### src/lpd_pkg.sv
// lpd_pkg: request kinds, flow codes, register indexes and the queue entry and result
// records shared by the deframer front, back and top level
// no dependencies
`default_nettype none

package lpd_pkg;

   // request kinds as carried in req_tuser
   typedef enum logic [1:0] {
      REQ_RX_BYTE    = 2'd0,
      REQ_RELEASE    = 2'd1,
      REQ_MAN_REFUSE = 2'd2,
      REQ_MAN_ACCEPT = 2'd3
   } req_kind_type;

   // flow control action reported with each result
   typedef enum logic [1:0] {
      FLOW_NONE   = 2'd0,
      FLOW_REFUSE = 2'd1,
      FLOW_ACCEPT = 2'd2
   } flow_action_type;

   // configuration register indexes
   typedef enum logic [1:0] {
      CSR_REFUSE_THRESHOLD = 2'd0,
      CSR_ACCEPT_THRESHOLD = 2'd1,
      CSR_OVERRIDE_KEY     = 2'd2
   } csr_index_type;

   localparam logic [31:0] HDR_BYTES    = 32'd4;
   localparam logic [1:0]  HDR_LAST     = 2'd3;
   localparam logic [31:0] RESET_REFUSE = 32'd20480;
   localparam logic [31:0] RESET_ACCEPT = 32'd10240;

   // queue between front and back, depth is a power of two
   localparam int QUEUE_DEPTH = 2;
   localparam int QUEUE_PTR_W = $clog2(QUEUE_DEPTH);
   localparam int QUEUE_CNT_W = $clog2(QUEUE_DEPTH + 1);

   localparam int REQ_DATA_W = 56;
   localparam int RSP_DATA_W = 80;

   // classified request held in the queue
   typedef struct packed {
      req_kind_type kind;
      logic [7:0]   rx_byte;
      logic         seg_first;
      logic [31:0]  release_amt;   // release length plus header bytes
      logic [7:0]   key;
   } cmd_type;

   // head of the queue as seen by the back part
   typedef struct packed {
      logic    valid;
      cmd_type cmd;
   } qhead_type;

   // one result record
   typedef struct packed {
      logic            byte_valid;
      logic [7:0]      payload_byte;
      logic            msg_last;
      logic            msg_empty;
      logic [31:0]     msg_length;
      flow_action_type flow_action;
      logic            request_ok;
      logic [31:0]     buffered_count;
   } rsp_type;

endpackage

`default_nettype wire

### src/lpd_front.sv
// lpd_front: accepts requests, classifies them and holds them in a short queue
// depends on lpd_pkg
`default_nettype none

module lpd_front (
   input  wire                                 clock,
   input  wire                                 reset,
   input  wire                                 req_tvalid,
   output logic                                req_tready,
   // rx_byte[7:0], seg_first[8], release_len[40:9], key[48:41], zero pad
   input  wire  [lpd_pkg::REQ_DATA_W-1:0]      req_tdata,
   // req_type[1:0]
   input  wire  [1:0]                          req_tuser,
   output lpd_pkg::qhead_type                  head,
   input  wire                                 pop
);

   lpd_pkg::cmd_type                   queue_mem [lpd_pkg::QUEUE_DEPTH];
   logic [lpd_pkg::QUEUE_PTR_W-1:0]    wr_ptr_ff, wr_ptr_in;
   logic [lpd_pkg::QUEUE_PTR_W-1:0]    rd_ptr_ff, rd_ptr_in;
   logic [lpd_pkg::QUEUE_CNT_W-1:0]    count_ff, count_in;
   lpd_pkg::cmd_type                   cmd;
   logic                               push;

   // classify the request, unused fields cleared
   always_comb begin
      cmd             = '0;
      cmd.kind        = lpd_pkg::req_kind_type'(req_tuser);
      unique case (cmd.kind)
         lpd_pkg::REQ_RX_BYTE: begin
            cmd.rx_byte   = req_tdata[7:0];
            cmd.seg_first = req_tdata[8];
         end
         lpd_pkg::REQ_RELEASE: begin
            cmd.release_amt = req_tdata[40:9] + lpd_pkg::HDR_BYTES;
         end
         lpd_pkg::REQ_MAN_REFUSE, lpd_pkg::REQ_MAN_ACCEPT: begin
            cmd.key = req_tdata[48:41];
         end
         default: begin
            cmd.rx_byte = '0;
         end
      endcase
   end

   assign req_tready = (count_ff != lpd_pkg::QUEUE_CNT_W'(lpd_pkg::QUEUE_DEPTH));
   assign push       = req_tvalid && req_tready;

   assign head.valid = (count_ff != '0);
   assign head.cmd   = queue_mem[rd_ptr_ff];

   // pointer and fill bookkeeping
   always_comb begin
      wr_ptr_in = push ? wr_ptr_ff + 1'b1 : wr_ptr_ff;
      rd_ptr_in = pop  ? rd_ptr_ff + 1'b1 : rd_ptr_ff;
      count_in  = count_ff;
      if (push && !pop) begin
         count_in = count_ff + 1'b1;
      end else if (pop && !push) begin
         count_in = count_ff - 1'b1;
      end
   end

   always_ff @(posedge clock) begin
      if (reset) begin
         wr_ptr_ff <= '0;
         rd_ptr_ff <= '0;
         count_ff  <= '0;
      end else begin
         wr_ptr_ff <= wr_ptr_in;
         rd_ptr_ff <= rd_ptr_in;
         count_ff  <= count_in;
      end
   end

   // queue storage
   always_ff @(posedge clock) begin
      if (push) begin
         queue_mem[wr_ptr_ff] <= cmd;
      end
   end

`ifndef SYNTHESIS
   a_count_bound: assert property (@(posedge clock) disable iff (reset)
      count_ff <= lpd_pkg::QUEUE_CNT_W'(lpd_pkg::QUEUE_DEPTH))
      else $error("queue fill beyond depth");
   a_pop_nonempty: assert property (@(posedge clock) disable iff (reset)
      pop |-> count_ff != '0)
      else $error("pop from empty queue");
`endif

endmodule

`default_nettype wire

### src/lpd_back.sv
// lpd_back: header parsing, payload counting, buffered count and flow decisions,
// configuration registers and the result register
// depends on lpd_pkg
`default_nettype none

module lpd_back (
   input  wire                                 clock,
   input  wire                                 reset,
   input  wire                                 csr_we,
   input  wire  [1:0]                          csr_index,
   input  wire  [31:0]                         csr_wdata,
   input  lpd_pkg::qhead_type                  head,
   output logic                                pop,
   output logic                                rsp_tvalid,
   input  wire                                 rsp_tready,
   // payload_byte[7:0], msg_length[39:8], flow_action[41:40], request_ok[42],
   // buffered_count[74:43], zero pad
   output logic [lpd_pkg::RSP_DATA_W-1:0]      rsp_tdata,
   // byte_valid[0], msg_empty[1]
   output logic [1:0]                          rsp_tuser,
   output logic                                rsp_tlast
);

   logic [31:0]        refuse_ff;
   logic [31:0]        accept_ff;
   logic [7:0]         ovk_ff;

   logic               in_payload_ff, in_payload_in;
   logic [1:0]         header_count_ff, header_count_in;
   logic [31:0]        length_accum_ff, length_accum_in;
   logic [31:0]        bytes_left_ff, bytes_left_in;
   logic [31:0]        buffered_ff, buffered_in;
   logic               rsp_valid_ff, rsp_valid_in;
   lpd_pkg::rsp_type   rsp_ff, rsp_in;

   logic [31:0]        buf_release;
   logic [31:0]        new_accum;
   logic               ovk_zero;
   logic               refuse_level;
   logic               accept_level;

   // configuration registers
   always_ff @(posedge clock) begin
      if (reset) begin
         refuse_ff <= lpd_pkg::RESET_REFUSE;
         accept_ff <= lpd_pkg::RESET_ACCEPT;
         ovk_ff    <= '0;
      end else if (csr_we) begin
         unique case (lpd_pkg::csr_index_type'(csr_index))
            lpd_pkg::CSR_REFUSE_THRESHOLD: refuse_ff <= csr_wdata;
            lpd_pkg::CSR_ACCEPT_THRESHOLD: accept_ff <= csr_wdata;
            lpd_pkg::CSR_OVERRIDE_KEY:     ovk_ff    <= csr_wdata[7:0];
            default:                       ovk_ff    <= ovk_ff;
         endcase
      end
   end

   // take the queue head whenever the result register is free or draining
   assign pop = head.valid && (!rsp_valid_ff || rsp_tready);

   // threshold tests on the current count
   assign ovk_zero     = (ovk_ff == '0);
   assign refuse_level = (refuse_ff == '0) || (buffered_ff >= refuse_ff);
   assign accept_level = (accept_ff == '0) || (buffered_ff <= accept_ff);
   assign buf_release  = buffered_ff - head.cmd.release_amt;

   // header byte merged into the little-endian length
   always_comb begin
      if (header_count_ff == 2'd0) begin
         new_accum = {24'd0, head.cmd.rx_byte};
      end else begin
         new_accum = length_accum_ff
                   | ({24'd0, head.cmd.rx_byte} << {header_count_ff, 3'b000});
      end
   end

   // request execution
   always_comb begin
      in_payload_in   = in_payload_ff;
      header_count_in = header_count_ff;
      length_accum_in = length_accum_ff;
      bytes_left_in   = bytes_left_ff;
      buffered_in     = buffered_ff;
      rsp_in          = '0;

      unique case (head.cmd.kind)
         lpd_pkg::REQ_RX_BYTE: begin
            // automatic refuse at segment start
            if (head.cmd.seg_first && (refuse_ff != '0) && (buffered_ff >= refuse_ff)
                && ovk_zero) begin
               rsp_in.flow_action = lpd_pkg::FLOW_REFUSE;
               rsp_in.request_ok  = 1'b1;
            end
            buffered_in = buffered_ff + 32'd1;
            if (!in_payload_ff) begin
               length_accum_in = new_accum;
               if (header_count_ff == lpd_pkg::HDR_LAST) begin
                  header_count_in = 2'd0;
                  if (new_accum == '0) begin
                     rsp_in.msg_empty = 1'b1;
                     rsp_in.msg_last  = 1'b1;
                  end else begin
                     in_payload_in     = 1'b1;
                     bytes_left_in     = new_accum;
                     rsp_in.msg_length = new_accum;
                  end
               end else begin
                  header_count_in = header_count_ff + 2'd1;
               end
            end else begin
               rsp_in.byte_valid   = 1'b1;
               rsp_in.payload_byte = head.cmd.rx_byte;
               rsp_in.msg_length   = length_accum_ff;
               bytes_left_in       = bytes_left_ff - 32'd1;
               if (bytes_left_ff == 32'd1) begin
                  rsp_in.msg_last = 1'b1;
                  in_payload_in   = 1'b0;
                  header_count_in = 2'd0;
               end
            end
         end
         lpd_pkg::REQ_RELEASE: begin
            // automatic accept once the count has fallen far enough
            buffered_in = buf_release;
            if ((accept_ff != '0) && (buf_release <= accept_ff) && ovk_zero) begin
               rsp_in.flow_action = lpd_pkg::FLOW_ACCEPT;
               rsp_in.request_ok  = 1'b1;
            end
         end
         lpd_pkg::REQ_MAN_REFUSE: begin
            if (ovk_zero ? refuse_level : (ovk_ff == head.cmd.key)) begin
               rsp_in.flow_action = lpd_pkg::FLOW_REFUSE;
               rsp_in.request_ok  = 1'b1;
            end
         end
         lpd_pkg::REQ_MAN_ACCEPT: begin
            if (ovk_zero ? accept_level : (ovk_ff == head.cmd.key)) begin
               rsp_in.flow_action = lpd_pkg::FLOW_ACCEPT;
               rsp_in.request_ok  = 1'b1;
            end
         end
         default: begin
            rsp_in.request_ok = 1'b0;
         end
      endcase
      rsp_in.buffered_count = buffered_in;
   end

   // result valid flag
   always_comb begin
      if (pop) begin
         rsp_valid_in = 1'b1;
      end else if (rsp_tready) begin
         rsp_valid_in = 1'b0;
      end else begin
         rsp_valid_in = rsp_valid_ff;
      end
   end

   // deframer state
   always_ff @(posedge clock) begin
      if (reset) begin
         in_payload_ff   <= 1'b0;
         header_count_ff <= '0;
         length_accum_ff <= '0;
         bytes_left_ff   <= '0;
         buffered_ff     <= '0;
         rsp_valid_ff    <= 1'b0;
      end else begin
         rsp_valid_ff <= rsp_valid_in;
         if (pop) begin
            in_payload_ff   <= in_payload_in;
            header_count_ff <= header_count_in;
            length_accum_ff <= length_accum_in;
            bytes_left_ff   <= bytes_left_in;
            buffered_ff     <= buffered_in;
         end
      end
   end

   // result payload
   always_ff @(posedge clock) begin
      if (pop) begin
         rsp_ff <= rsp_in;
      end
   end

   assign rsp_tvalid = rsp_valid_ff;
   assign rsp_tlast  = rsp_ff.msg_last;
   assign rsp_tuser  = {rsp_ff.msg_empty, rsp_ff.byte_valid};
   assign rsp_tdata  = {5'd0, rsp_ff.buffered_count, rsp_ff.request_ok,
                        rsp_ff.flow_action, rsp_ff.msg_length, rsp_ff.payload_byte};

`ifndef SYNTHESIS
   a_rx_counts: assert property (@(posedge clock) disable iff (reset)
      pop && (head.cmd.kind == lpd_pkg::REQ_RX_BYTE)
      |=> buffered_ff == $past(buffered_ff) + 32'd1)
      else $error("received byte not counted");
   a_payload_header: assert property (@(posedge clock) disable iff (reset)
      in_payload_ff |-> header_count_ff == 2'd0)
      else $error("header count live during payload");
   a_ok_action: assert property (@(posedge clock) disable iff (reset)
      rsp_valid_ff |-> (rsp_ff.request_ok == (rsp_ff.flow_action != lpd_pkg::FLOW_NONE)))
      else $error("request_ok and flow_action disagree");
   a_hold_stalled: assert property (@(posedge clock) disable iff (reset)
      rsp_valid_ff && !rsp_tready |=> rsp_valid_ff && $stable(rsp_ff))
      else $error("stalled result changed");
`endif

endmodule

`default_nettype wire

### src/length_prefixed_deframer_flow_ctrl_core.sv
// length_prefixed_deframer_flow_ctrl_core: top level of the length-prefixed deframer
// with receive flow control; instantiates lpd_front and lpd_back, uses lpd_pkg
//
//   channel  dir  handshake              contents
//   req      in   req_tvalid/tready      tuser kind, tdata byte/seg/length/key
//   rsp      out  rsp_tvalid/tready      tdata byte/length/flow/count, tuser, tlast
//   csr      in   csr_we                 index 0..2, 32-bit write data
//
// one request per clock while results are taken; a request passes through a queue slot,
// then the result register, before its result is valid; the back updates its deframer
// state as it pops the queue head
// synchronous active-high reset; no clearing pass, the block accepts right after reset
// the two-entry queue absorbs a stall on the result side before req_tready drops
`default_nettype none

module length_prefixed_deframer_flow_ctrl_core (
   input  wire                                 clock,
   input  wire                                 reset,
   input  wire                                 req_tvalid,
   output logic                                req_tready,
   // rx_byte[7:0], seg_first[8], release_len[40:9], key[48:41], zero pad
   input  wire  [lpd_pkg::REQ_DATA_W-1:0]      req_tdata,
   // req_type[1:0]
   input  wire  [1:0]                          req_tuser,
   output logic                                rsp_tvalid,
   input  wire                                 rsp_tready,
   // payload_byte[7:0], msg_length[39:8], flow_action[41:40], request_ok[42],
   // buffered_count[74:43], zero pad
   output logic [lpd_pkg::RSP_DATA_W-1:0]      rsp_tdata,
   // byte_valid[0], msg_empty[1]
   output logic [1:0]                          rsp_tuser,
   output logic                                rsp_tlast,
   input  wire                                 csr_we,
   input  wire  [1:0]                          csr_index,
   input  wire  [31:0]                         csr_wdata
);

   lpd_pkg::qhead_type head;
   logic               pop;

   // request intake and queue
   lpd_front u_front (
      .clock      (clock),
      .reset      (reset),
      .req_tvalid (req_tvalid),
      .req_tready (req_tready),
      .req_tdata  (req_tdata),
      .req_tuser  (req_tuser),
      .head       (head),
      .pop        (pop)
   );

   // execution and results
   lpd_back u_back (
      .clock      (clock),
      .reset      (reset),
      .csr_we     (csr_we),
      .csr_index  (csr_index),
      .csr_wdata  (csr_wdata),
      .head       (head),
      .pop        (pop),
      .rsp_tvalid (rsp_tvalid),
      .rsp_tready (rsp_tready),
      .rsp_tdata  (rsp_tdata),
      .rsp_tuser  (rsp_tuser),
      .rsp_tlast  (rsp_tlast)
   );

endmodule

`default_nettype wire

### config.mk
export PLATFORM = sky130hd
export DESIGN_NAME = length_prefixed_deframer_flow_ctrl_core
export DESIGN_NICKNAME = d
export VERILOG_FILES = /design/src/lpd_pkg.sv /design/src/lpd_front.sv /design/src/lpd_back.sv /design/src/length_prefixed_deframer_flow_ctrl_core.sv
export SDC_FILE = /design/constraint.sdc
export NUM_CORES = 1
export LEC_CHECK = 0
export ABC_AREA = 1
export BUFFER_PORTS_ARGS = -buffer_cell sky130_fd_sc_hd__buf_2
export CORE_MARGIN = 8
export CORE_UTILIZATION = 29
export DETAILED_ROUTE_END_ITERATION = 10
export PLACE_DENSITY = 0.47
export SLEW_MARGIN = 15
export SYNTH_ARGS = -nofsm -noshare
export SYNTH_HDL_FRONTEND = slang
export SYNTH_SLANG_ARGS = --single-unit
### constraint.sdc
create_clock -name clock -period 11.1 [get_ports clock]
set_input_delay 2.22 -clock clock [delete_from_list [all_inputs] [get_ports clock]]
set_output_delay 2.22 -clock clock [all_outputs]
set_load 0.02 [all_outputs]
==> results of run 1 <==
==> cell type report <==
type	count	area, sq um
Inverter	369	1390
Tap cell	969	1210
Multi-Input combinational cell	2020	10800
Fill cell	7891	49400
Timing Repair Buffer	184	958
Clock inverter	24	210
Antenna cell	2	5.00
Clock buffer	51	1080
Sequential cell	357	8950
==> sequential cells by signal, summed over array words and instances (netlist names), named ones only <==
| register | cells |
|---|---|
| u_back.accept_ff | 32 |
| u_back.buffered_ff | 32 |
| u_back.bytes_left_ff | 32 |
| u_back.header_count_ff | 2 |
| u_back.in_payload_ff | 1 |
| u_back.length_accum_ff | 32 |
| u_back.ovk_ff | 8 |
| u_back.refuse_ff | 32 |
| u_back.rsp_tdata | 75 |
| u_back.rsp_tlast | 1 |
| u_back.rsp_tuser | 2 |
| u_back.rsp_tvalid | 1 |
| u_front.count_ff | 2 |
| u_front.queue_mem | 102 |
| u_front.rd_ptr_ff | 1 |
| u_front.wr_ptr_ff | 1 |
==> worst register-to-register path, stage by stage (launching register included) <==
cell,delay [ns]
dfxtp_2,0.48
inv_2,0.24
or2_2,0.34
o21ai_0,0.24
inv_1,0.15
fa_1,0.45
inv_1,0.07
nand3_1,0.06
nand2_1,0.19
a21oi_1,0.17
o21ai_0,0.57
nand3b_1,0.23
nand2_1,0.11
nand2_1,0.06
and2_1,0.19
ha_1,0.29
nand2_1,0.08
nor4_1,0.46
nor4b_1,0.36
nand2_1,0.10
nand3_1,0.08
nand2_1,0.05
nand2_1,0.13
nand3_1,0.11
==> logic make-up after synthesis <==
kind of cell | after synthesis | synth area share (%)
flip-flops | 357 | 41.6
buffers and inverters | 476 | 8.70
AND/OR/NAND/NOR | 1258 | 24.8
other | 1 | 0.0174
multiplexers | 30 | 1.41
adder cells (fa/ha/maj) | 136 | 7.94
AO/OA/AOI/OAI | 529 | 13.1
XOR/XNOR | 62 | 2.52
==> where the power goes <==
group          leakage [nW]  internal, mW  switching (mW)
clock network         0.640         0.766           0.574
logic                  7.15         0.882            1.98
registers              3.20          1.73           0.226
==> cells in the final DEF, fill, tap and decap left out, drive strengths merged, types with 9 or more instances in the layout <==
| cell | instances |
|---|---|
| ha | 135 |
| xor2 | 54 |
| nor3 | 49 |
| buf | 184 |
| o21a | 9 |
| nand2 | 643 |
| o21ai | 197 |
| edfxtp | 180 |
| dfxtp | 177 |
| inv | 368 |
| nor2 | 312 |
| clkinv | 22 |
| nand3 | 145 |
| mux2i | 30 |
| nor4 | 28 |
| nand4 | 54 |
| a21oi | 266 |
| clkbuf | 51 |
==> layer usage <==
| layer | vias to the layer above | track usage, % | wire length [um] |
|---|---|---|---|
| li1 | 9748 | - | - |
| met1 | 8857 | 25.6 | 37000 |
| met2 | 444 | 25.3 | 30600 |
| met3 | 76 | 2.28 | 3320 |
| met4 | 0 | 4.39 | 1560 |
| met5 | - | 0 | 0 |
==> metrics by stage <==
stage	utilization [%]	hold WS (ns)	cell area, sq um
4_1_cts	33.2	0.445	24600
2_1_floorplan	-	0.426	21500
6_report	33.2	0.444	24600
5_1_grt	33.2	0.477	24600
3_5_place_dp	31.5	0.431	23300
3_3_place_gp	31.5	0.432	23300
==> final timing paths <==
| path | endpoint | slack [ns] | cells after the start |
|---|---|---|---|
| worst min register to register | register | 0.44 | 1 |
| worst max register to register | u_back.rsp_tdata[42]$_DFFE_PP_ | 5.65 | 23 |
| worst min-delay path | register | 0.44 | 1 |
| worst max-delay path | u_back.rsp_tdata[42]$_DFFE_PP_ | 5.65 | 23 |
==> impl_results.md, run 1 <==
* Largest area contributor in the netlist: edfxtp_1
* Vias in the first global route at 18154
* Pre-antenna DRT Iters at 7
* Delay-heaviest family, CP: simple AND/OR/NAND/NOR gates
* Crit-path max FO at 21
* GR Overflow Total at 0
* HP Class: register to register
* Setup Fix Bufs, Post-CTS at 0
* Final setup fails at 0
* Endpoints failing hold at 0
* PortBufs at 169
* DP Cell Count at 3899
* Slew Viols, Final at 0
* Cts bufs inserted at 41
* Final period util at 49.1%
* DR iter-0 viols at 1450
* Fin crit period at 5.45 ns
* Rows at 100
* First-pass GRT wire length at 110000 um
* Synth Cell Area at 21500 sq um
* CTS tree: built
* TritonCTS Sinks at 357
* Root Buffer: clkbuf_16
* Unrepaired setup endpoints after global routing: no
* CP cell instances: inv_2 > or2_2 > o21ai_0 > inv_1 > fa_1 > inv_1 > nand3_1 > nand2_1 > a21oi_1 > o21ai_0 > nand3b_1 > nand2_1 > nand2_1 > and2_1 > ha_1 > nand2_1 > nor4_1 > nor4b_1 > nand2_1 > nand3_1 > nand2_1 > nand2_1 > nand3_1
* Clk Latency, worst-skew pair at 0.58 ns
* DR DRC count at 0
* Post-cts sizing count at 0
* EDFF count, synth at 180
* CP max stage cell: o21ai_0
* Crit-path most repeated cell: nand2_1
* Top cell type's share of synthesized area at 25.1%
* Largest net degree at the start of global routing at 96
* Max cap viols at 0
* Gr usage total at 17.0%
* Worst Tran Pin Value at 0.965 ns
* Status: completed
* Synth cell count leaders: nand2_1 (636), inv_1 (359), nor2_1 (306)
* Pre-CTS setup slack at 5.53 ns
* Fmax at 183 MHz
* CP peak stage delay at 0.57 ns
* Total core area at 73900 sq um
* Distinct cells, synth at 54
* Wirelength per Cell at 18.2 um
* LEAKAGE at 11.0 nW
* WL final at 72500 um
* Fin nets at 3206
* Setup TNS at 0 ns
* Worst-case clock buffer depth at 3
* H-tree depth at 2
* Synth area leaders: edfxtp_1 (25%), dfxtp_1 (16%), nand2_1 (11%)
* Startpoint Class: register
* Antenna-violating nets left at 0
* PwrDens at 250 nW/um^2
* Synth Register Bits at 357
* Initial antenna violation count at 2
* Area Overhead vs Synth at 14.1%
* Vias per cell at 4.81
* Power, Total at 6.15 mW
* Clk_skew at 0.0251 ns
* Ys async rst share at 0%
* CP bufs+invs at 3
* Main flop type after synthesis: edfxtp_1
* Register area share after synthesis at 41.6%
* Layout cell share with drive strength beyond 1 at 9.35%
* Maximum vdd drop at 102 uV
* Placer Congestion at 0.872
* Chip Height at 288 um
* CTS Hold Buffers Added at 0
* Yosys Warn Count at 0
* DP HPWL at 55200 um
* DR vias at 19125
* Setup WS post-layout at 5.65 ns
* Die area at 83200 sq um
* Slew HR at 35.7%
* HP Start: u_front.rd_ptr_ff$_SDFFE_PP0P_
* Clk slew on worst S/H paths at 0.06 ns
* Crit path kind: register to register
* Syn Inst Count at 2849
* CP arrival at 5.76 ns
* Worst EP required at 11.41 ns
* Die X at 288 um
* Initial Utilization at 29.1%
* # IOs at 182
* CP Capture Type: register
* Final Non-Filler Cells at 3976
* Top-count cell post-synth: nand2_1
* Syn Area/Cell at 7.56 sq um
Power figures use the tool's default switching activity.
==> run 2, diff against run 1 <==
Settings changed: ABC_AREA 1 to 0.
Clock period 11.1 ns to 5.36 ns, I/O delays scaled along.
==> run 2 against run 1 <==
  * Register-to-register slack got worse by 5.3 ns
  * Global-route usage shrank 0.91 points
  * Area after synthesis decreased by 6.0%
  * Critical path depth decreased by 3
  * Final cell count is 15% lower
  * First-iteration DRC count fell by 5.0%
  * Clock power increased by 130%
  * Via count decreased by 9.9%
==> impl_results.md, run 2 <==
* Most frequent cells in the layout: nand2_1 (304), nor2_1 (231), a21oi_1 (230), edfxtp_1 (180), dfxtp_1 (176)
* Slew Viols, Final at 0
* Syn Inst Count at 2223
* Synth cell count leaders: nand2_1 (304), nor2_1 (234), a21oi_1 (233)
* Final period util at 93.9%
* CP endpoint: u_back.rsp_tdata[42]$_DFFE_PP_
* CP cell instances: buf_4 > mux2i_1 > ha_1 > and3_1 > and3_1 > o211ai_1 > nand4_1 > a41o_2 > a311o_1 > o21ai_0 > a21oi_1 > ha_1 > a21oi_1 > o21ai_0 > a31o_2 > a221oi_1 > buf_4 > a21oi_1 > o32a_1 > o21bai_1
* CP arrival at 5.47 ns
* CP peak stage delay at 0.41 ns
* Main flop type after synthesis: edfxtp_1
* DP HPWL at 49300 um
* Crit path kind: register to register
* Most common cell after layout, fill and taps aside: nand2_1
* Total core area at 69500 sq um
* CTS tree: built
* DR vias at 17235
* First-pass GRT wire length at 99800 um
* Top-count cell post-synth: nand2_1
* Setup TNS at 0 ns
* Worst-case clock buffer depth at 3
* EDFF count, synth at 180
* Syn Area/Cell at 9.10 sq um
* Setup Fix Bufs, Post-CTS at 0
* Largest area contributor in the netlist: edfxtp_1
* Fin crit period at 5.03 ns
* Max reg flops at 102
* Most flop-heavy register: u_front.queue_mem
* GR Overflow Total at 0
* Synth Cell Area at 20200 sq um
* GRT busiest layer: met2
* Vias in the first global route at 16785
* Ys async rst share at 0%
* Fmax at 199 MHz
* Reg2reg setup slack at 0.33 ns
* Status: completed
* Slew HR at 31.4%
* DR DRC count at 0
* Maximum vdd drop at 345 uV
* Top cell type's share of synthesized area at 26.7%
* Worst Tran Pin Value at 1.03 ns
* Largest net degree at the start of global routing at 87
* Reg2reg end: u_back.rsp_tdata[42]$_DFFE_PP_
* Clk slew on worst S/H paths at 0.06 ns
* CP max stage cell: dfxtp_4
* Chip Height at 280 um
* Fin nets at 2623
* Register area share after synthesis at 44.2%
* Power, Total at 12.3 mW
* # IOs at 182
* Distinct cells, synth at 81
* Final setup fails at 0
* Crit-path most repeated cell: a21oi_1
* GR Util met2 at 26.2%
* H-tree depth at 2
* Startpoint Class: register
* Gr usage total at 16.1%
* Met3 track demand over resource at 3.19%
* Rows at 97
* CP Capture Type: register
* Layout cell share with drive strength beyond 1 at 14.8%
* Crit-path max FO at 6
* Initial antenna violation count at 15
* Area Overhead vs Synth at 17.4%
* Reg2reg path depth at 20
* Placer Congestion at 0.885
* Initial Utilization at 29.1%
* Die X at 280 um
* Unrepaired setup endpoints after global routing: no
* CTS Hold Buffers Added at 0
* Antenna-violating nets left at 0
* TritonCTS Sinks at 357
* Synth area leaders: edfxtp_1 (27%), dfxtp_1 (18%), ha_1 (8.3%)
* LEAKAGE at 8.95 nW
* Die area at 78500 sq um
* Vias per cell at 5.11
* WL final at 65500 um
* Yosys Warn Count at 0
* DR iter-0 viols at 1378
* HP Class: register to register
* Wirelength per Cell at 19.4 um
* Met1 Use GR at 20.9%
* Endpoints failing hold at 0
* Clk Latency, worst-skew pair at 0.59 ns
* Final Hold Slack at 0.463 ns
* Cts bufs inserted at 44
* Fillcell total at 7197
* Pre-antenna DRT Iters at 6
* Worst EP required at 5.80 ns
* Root Buffer: clkbuf_16
* PwrDens at 518 nW/um^2
* PortBufs at 169
* Clk_skew at 0.0206 ns
* Max cap viols at 0
* Synth Register Bits at 357
[run 2: layout make-up]
class,count,area [sq um],share of cell area [%]
well taps,940,1180,4.95
repair buffers,222,1250,5.26
inverters,96,363,1.53
multi-input cells,1669,10500,44.3
clock buffers,51,1150,4.83
diodes,4,10.0,0.0421
clock inverters,31,320,1.35
flip-flops and latches,357,8950,37.7
[run 2: cells by family after synthesis]
logic type | Yosys count | share of synthesized area [%]
AOI/OAI and AO/OA | 549 | 17.0
DFF | 357 | 44.2
xor gates and xnor gates | 82 | 3.55
buffers and inverters | 201 | 4.05
muxes | 77 | 4.00
and+or+nand+nor | 820 | 18.7
other | 1 | 0.0185
adders and majority gates | 136 | 8.45
[run 2: worst max-delay path, delay by kind of cell, from the launching register on]
kind	cells	cell delay, ns
buffers and inverters	2	0.36
flip-flops	1	0.41
multiplexers	1	0.22
adder cells (fa/ha/maj)	2	0.62
AO/OA/AOI/OAI	12	2.52
AND/OR/NAND/NOR	3	0.73
[run 2: worst min path at each step]
stage	startpoint	to	slack (ns)	depth (start not counted)
2_1_floorplan	u_back.bytes_left_ff[4]$_SDFFE_PP0P_	u_back.bytes_left_ff[4]$_SDFFE_PP0P_	0.44	2
3_3_place_gp	u_back.bytes_left_ff[1]$_SDFFE_PP0P_	u_back.bytes_left_ff[1]$_SDFFE_PP0P_	0.45	2
3_5_place_dp	u_back.bytes_left_ff[1]$_SDFFE_PP0P_	u_back.bytes_left_ff[1]$_SDFFE_PP0P_	0.46	2
4_1_cts	u_back.bytes_left_ff[1]$_SDFFE_PP0P_	u_back.bytes_left_ff[1]$_SDFFE_PP0P_	0.47	2
5_1_grt	u_back.bytes_left_ff[1]$_SDFFE_PP0P_	u_back.bytes_left_ff[1]$_SDFFE_PP0P_	0.49	2
6_report	u_back.bytes_left_ff[1]$_SDFFE_PP0P_	u_back.bytes_left_ff[1]$_SDFFE_PP0P_	0.46	2
[run 2: what timing repair did]
| item | 4_1_cts | 5_1_grt |
|---|---|---|
| gates resized for setup | 0 | 9 |
| setup endpoints to repair | 0 | 2 |
| hold endpoints to repair | 0 | 0 |
[run 2: layer usage]
layer	vias up	share of wire (%)
met1	8145	44
met5	-	0.032
met3	137	6.5
met4	4	4.2
li1	8426	-
met2	523	45
[run 2: through the flow]
step | utilization (%) | setup WS (ns) | instance area, sq um | std cells
floorplan | - | 0.0777 | 20200 | 2227
global placement | 32.0 | 0.265 | 22200 | 3284
detailed placement | 32.0 | 0.250 | 22200 | 3284
CTS | 34.1 | 0.223 | 23700 | 3366
global route | 34.1 | 0.00903 | 23700 | 3366
finish | 34.1 | 0.328 | 23700 | 3370
[run 2: power by group]
group	internal [mW]	leakage, nW	switching (mW)
Combinational	1.93	5.07	3.46
Clock	1.72	0.700	1.32
Sequential	3.53	3.18	0.327
Total	7.19	8.95	5.11
==> run 3, diff against run 2 <==
Settings changed: CORE_UTILIZATION 29 to 61, MAX_ROUTING_LAYER set to met4, PLACE_DENSITY 0.47 to 0.83.
==> run 3 against run 2 <==
  * Utilization grew 36 points
  * Clock skew decreased by 0.0060 ns
  * Critical path depth decreased by 2
  * Clock power down 11%
  * Sequential power rose by 2%
  * Critical path type unchanged
  * Combinational power down 1%
  * Design area decreased by 4.2%
  * Sequential share of layout area grew 1.7 points
  * Register-to-register slack got worse by 0.03 ns
  * Wire length fell by 8.4%
==> impl_results.md, run 3 (synthesized netlist as in run 2, its figures left out) <==
* Max cap viols at 0
* Chip Height at 198 um
* Status: completed
* Crit-path max FO at 12
* Die area at 39200 sq um
* CP cell instances: buf_4 > mux2i_1 > ha_1 > a21oi_1 > o211ai_1 > a21o_1 > nor3b_1 > a21oi_1 > o21ai_0 > xor2_1 > ha_1 > a2111oi_0 > o21ai_0 > a31o_2 > a221oi_1 > a21oi_1 > o32a_1 > nor2_1
* Worst EP required at 5.74 ns
* Met1 WL at 26100 um
* Slew Viols, Final at 0
* Maximum vdd drop at 270 uV
* Reg2reg setup slack at 0.29 ns
* Power, Total at 11.9 mW
* Post-cts sizing count at 0
* Most common cell after layout, fill and taps aside: nand2_1
* Pre-antenna DRT Iters at 6
* WL final at 60000 um
* Root Buffer: clkbuf_16
* Multi-input gate area at 10500 sq um
* PwrDens at 525 nW/um^2
* Fmax at 197 MHz
* CP peak stage delay at 0.47 ns
* LEAKAGE at 8.78 nW
* Worst Tran Pin Value at 1.22 ns
* Die X at 198 um
* Setup Fix Bufs, Post-CTS at 0
* DR DRC count at 0
* Crit path depth at 18
* Unrepaired setup endpoints after global routing: no
* Clk_skew at 0.0146 ns
* Largest net degree at the start of global routing at 86
* Max reg flops at 102
* Final setup fails at 0
* Startpoint Class: register
* Rows at 66
* Highest routed metal layer: met4
* Slew HR at 16.7%
* DP HPWL at 44600 um
* Initial Utilization at 62.0%
* Met2 wire length at 25500 um
* Fillcell total at 2523
* Cts bufs inserted at 39
* HP Class: register to register
* Placer Congestion at 0.957
* Total core area at 32600 sq um
* Clk Latency, worst-skew pair at 0.53 ns
* CP endpoint: u_back.rsp_tdata[41]$_DFFE_PP_
* Worst-case clock buffer depth at 3
* DR vias at 17949
* Layout cell share with drive strength beyond 1 at 13.3%
* DR iter-0 viols at 2274
* Vias per cell at 6.33
* PortBufs at 169
* Final period util at 94.5%
* Reg area at 8950 sq um
* Reg2reg end: u_back.rsp_tdata[41]$_DFFE_PP_
* Reg2reg path depth at 18
* Fin nets at 2597
* Delay-heaviest family, CP: compound AO/OA/AOI/OAI gates
* # IOs at 182
* Final Hold Slack at 0.477 ns
* Endpoints failing hold at 0
* Crit path kind: register to register
* CP arrival at 5.45 ns
* Area Overhead vs Synth at 12.4%
* CTS Hold Buffers Added at 0
* GR Overflow Total at 0
* H-tree depth at 2
* Clk slew on worst S/H paths at 0.07 ns
* Vias in the first global route at 16680
* CP Capture Type: register
* CTS tree: built
* CP max stage cell: dfxtp_4
* Setup TNS at 0 ns
* Crit-path most repeated cell: a21oi_1
* Antenna-violating nets left at 0
* CP bufs+invs at 1
* First-pass GRT wire length at 92600 um
* Most frequent cells in the layout: nand2_1 (304), a21oi_1 (233), nor2_1 (231), edfxtp_1 (180), dfxtp_1 (176)
* Most flop-heavy register: u_front.queue_mem
* Fin crit period at 5.07 ns
* Initial antenna violation count at 0
* Wirelength per Cell at 21.1 um
* Met3 WL at 6940 um
* Gr usage total at 30.6%
* TritonCTS Sinks at 357
* Ant. Diodes at 0
run 3: cell types whose count changed in the layout (fill, tap and decap cells not counted), sizes merged:
cell	before	now
clkbuf	51	50
diode	4	0
inv	103	97
bufinv	3	4
buf	222	201
clkinv	14	15
clkinvlp	7	1
run 3: area by class of cell:
type	count	share of cell area, %
timing repair buffer	201	4.79
clock inverter	21	0.930
inverter	96	1.60
tap	442	2.43
sequential	357	39.4
clock buffer	50	4.70
multi-input combinational	1669	46.2
run 3: worst reg2reg max path: cells and delay by family (launching register included):
kind	cells	cell delay (ns)
muxes	1	0.24
DFF	1	0.47
xor gates and xnor gates	1	0.38
buffers and inverters	1	0.21
adders and majority gates	2	0.67
and+or+nand+nor	2	0.26
AOI/OAI and AO/OA	11	2.68
run 3: how the worst min path moves through the flow:
stage / slack (ns) / cells after the start / endpoint / from
5_1_grt: 0.49 / 2 / u_back.refuse_ff[19]$_SDFFE_PP0P_ / u_back.refuse_ff[19]$_SDFFE_PP0P_
4_1_cts: 0.48 / 2 / u_back.bytes_left_ff[19]$_SDFFE_PP0P_ / u_back.bytes_left_ff[19]$_SDFFE_PP0P_
2_1_floorplan: 0.44 / 2 / u_back.bytes_left_ff[4]$_SDFFE_PP0P_ / u_back.bytes_left_ff[4]$_SDFFE_PP0P_
6_report: 0.48 / 2 / u_back.bytes_left_ff[19]$_SDFFE_PP0P_ / u_back.bytes_left_ff[19]$_SDFFE_PP0P_
3_5_place_dp: 0.47 / 2 / u_back.accept_ff[22]$_SDFFE_PP0P_ / u_back.accept_ff[22]$_SDFFE_PP0P_
3_3_place_gp: 0.46 / 2 / u_back.bytes_left_ff[19]$_SDFFE_PP0P_ / u_back.bytes_left_ff[19]$_SDFFE_PP0P_
run 3: metal layers:
layer	global-route usage, %	vias up
li1	-	8342
met5	-	-
met2	43.6	1036
met3	4.79	105
met1	44.9	8466
met4	8.13	0
run 3: power breakdown:
part           internal, mW  total, mW  switching [mW]
clock                  1.61       2.72            1.11
combinational          1.84       5.31            3.47
sequential             3.53       3.92           0.386
total                  6.98       11.9            4.97
run 3: stage by stage:
step | cell area [sq um] | util, % | setup slack, ns | cells
4_1_cts | 22700 | 69.7 | 0.387 | 2836
3_3_place_gp | 21500 | 65.8 | 0.500 | 2765
2_1_floorplan | 20200 | - | 0.0777 | 2227
3_5_place_dp | 21500 | 65.8 | 0.435 | 2765
5_1_grt | 22700 | 69.7 | 0.126 | 2836
6_report | 22700 | 69.7 | 0.294 | 2836
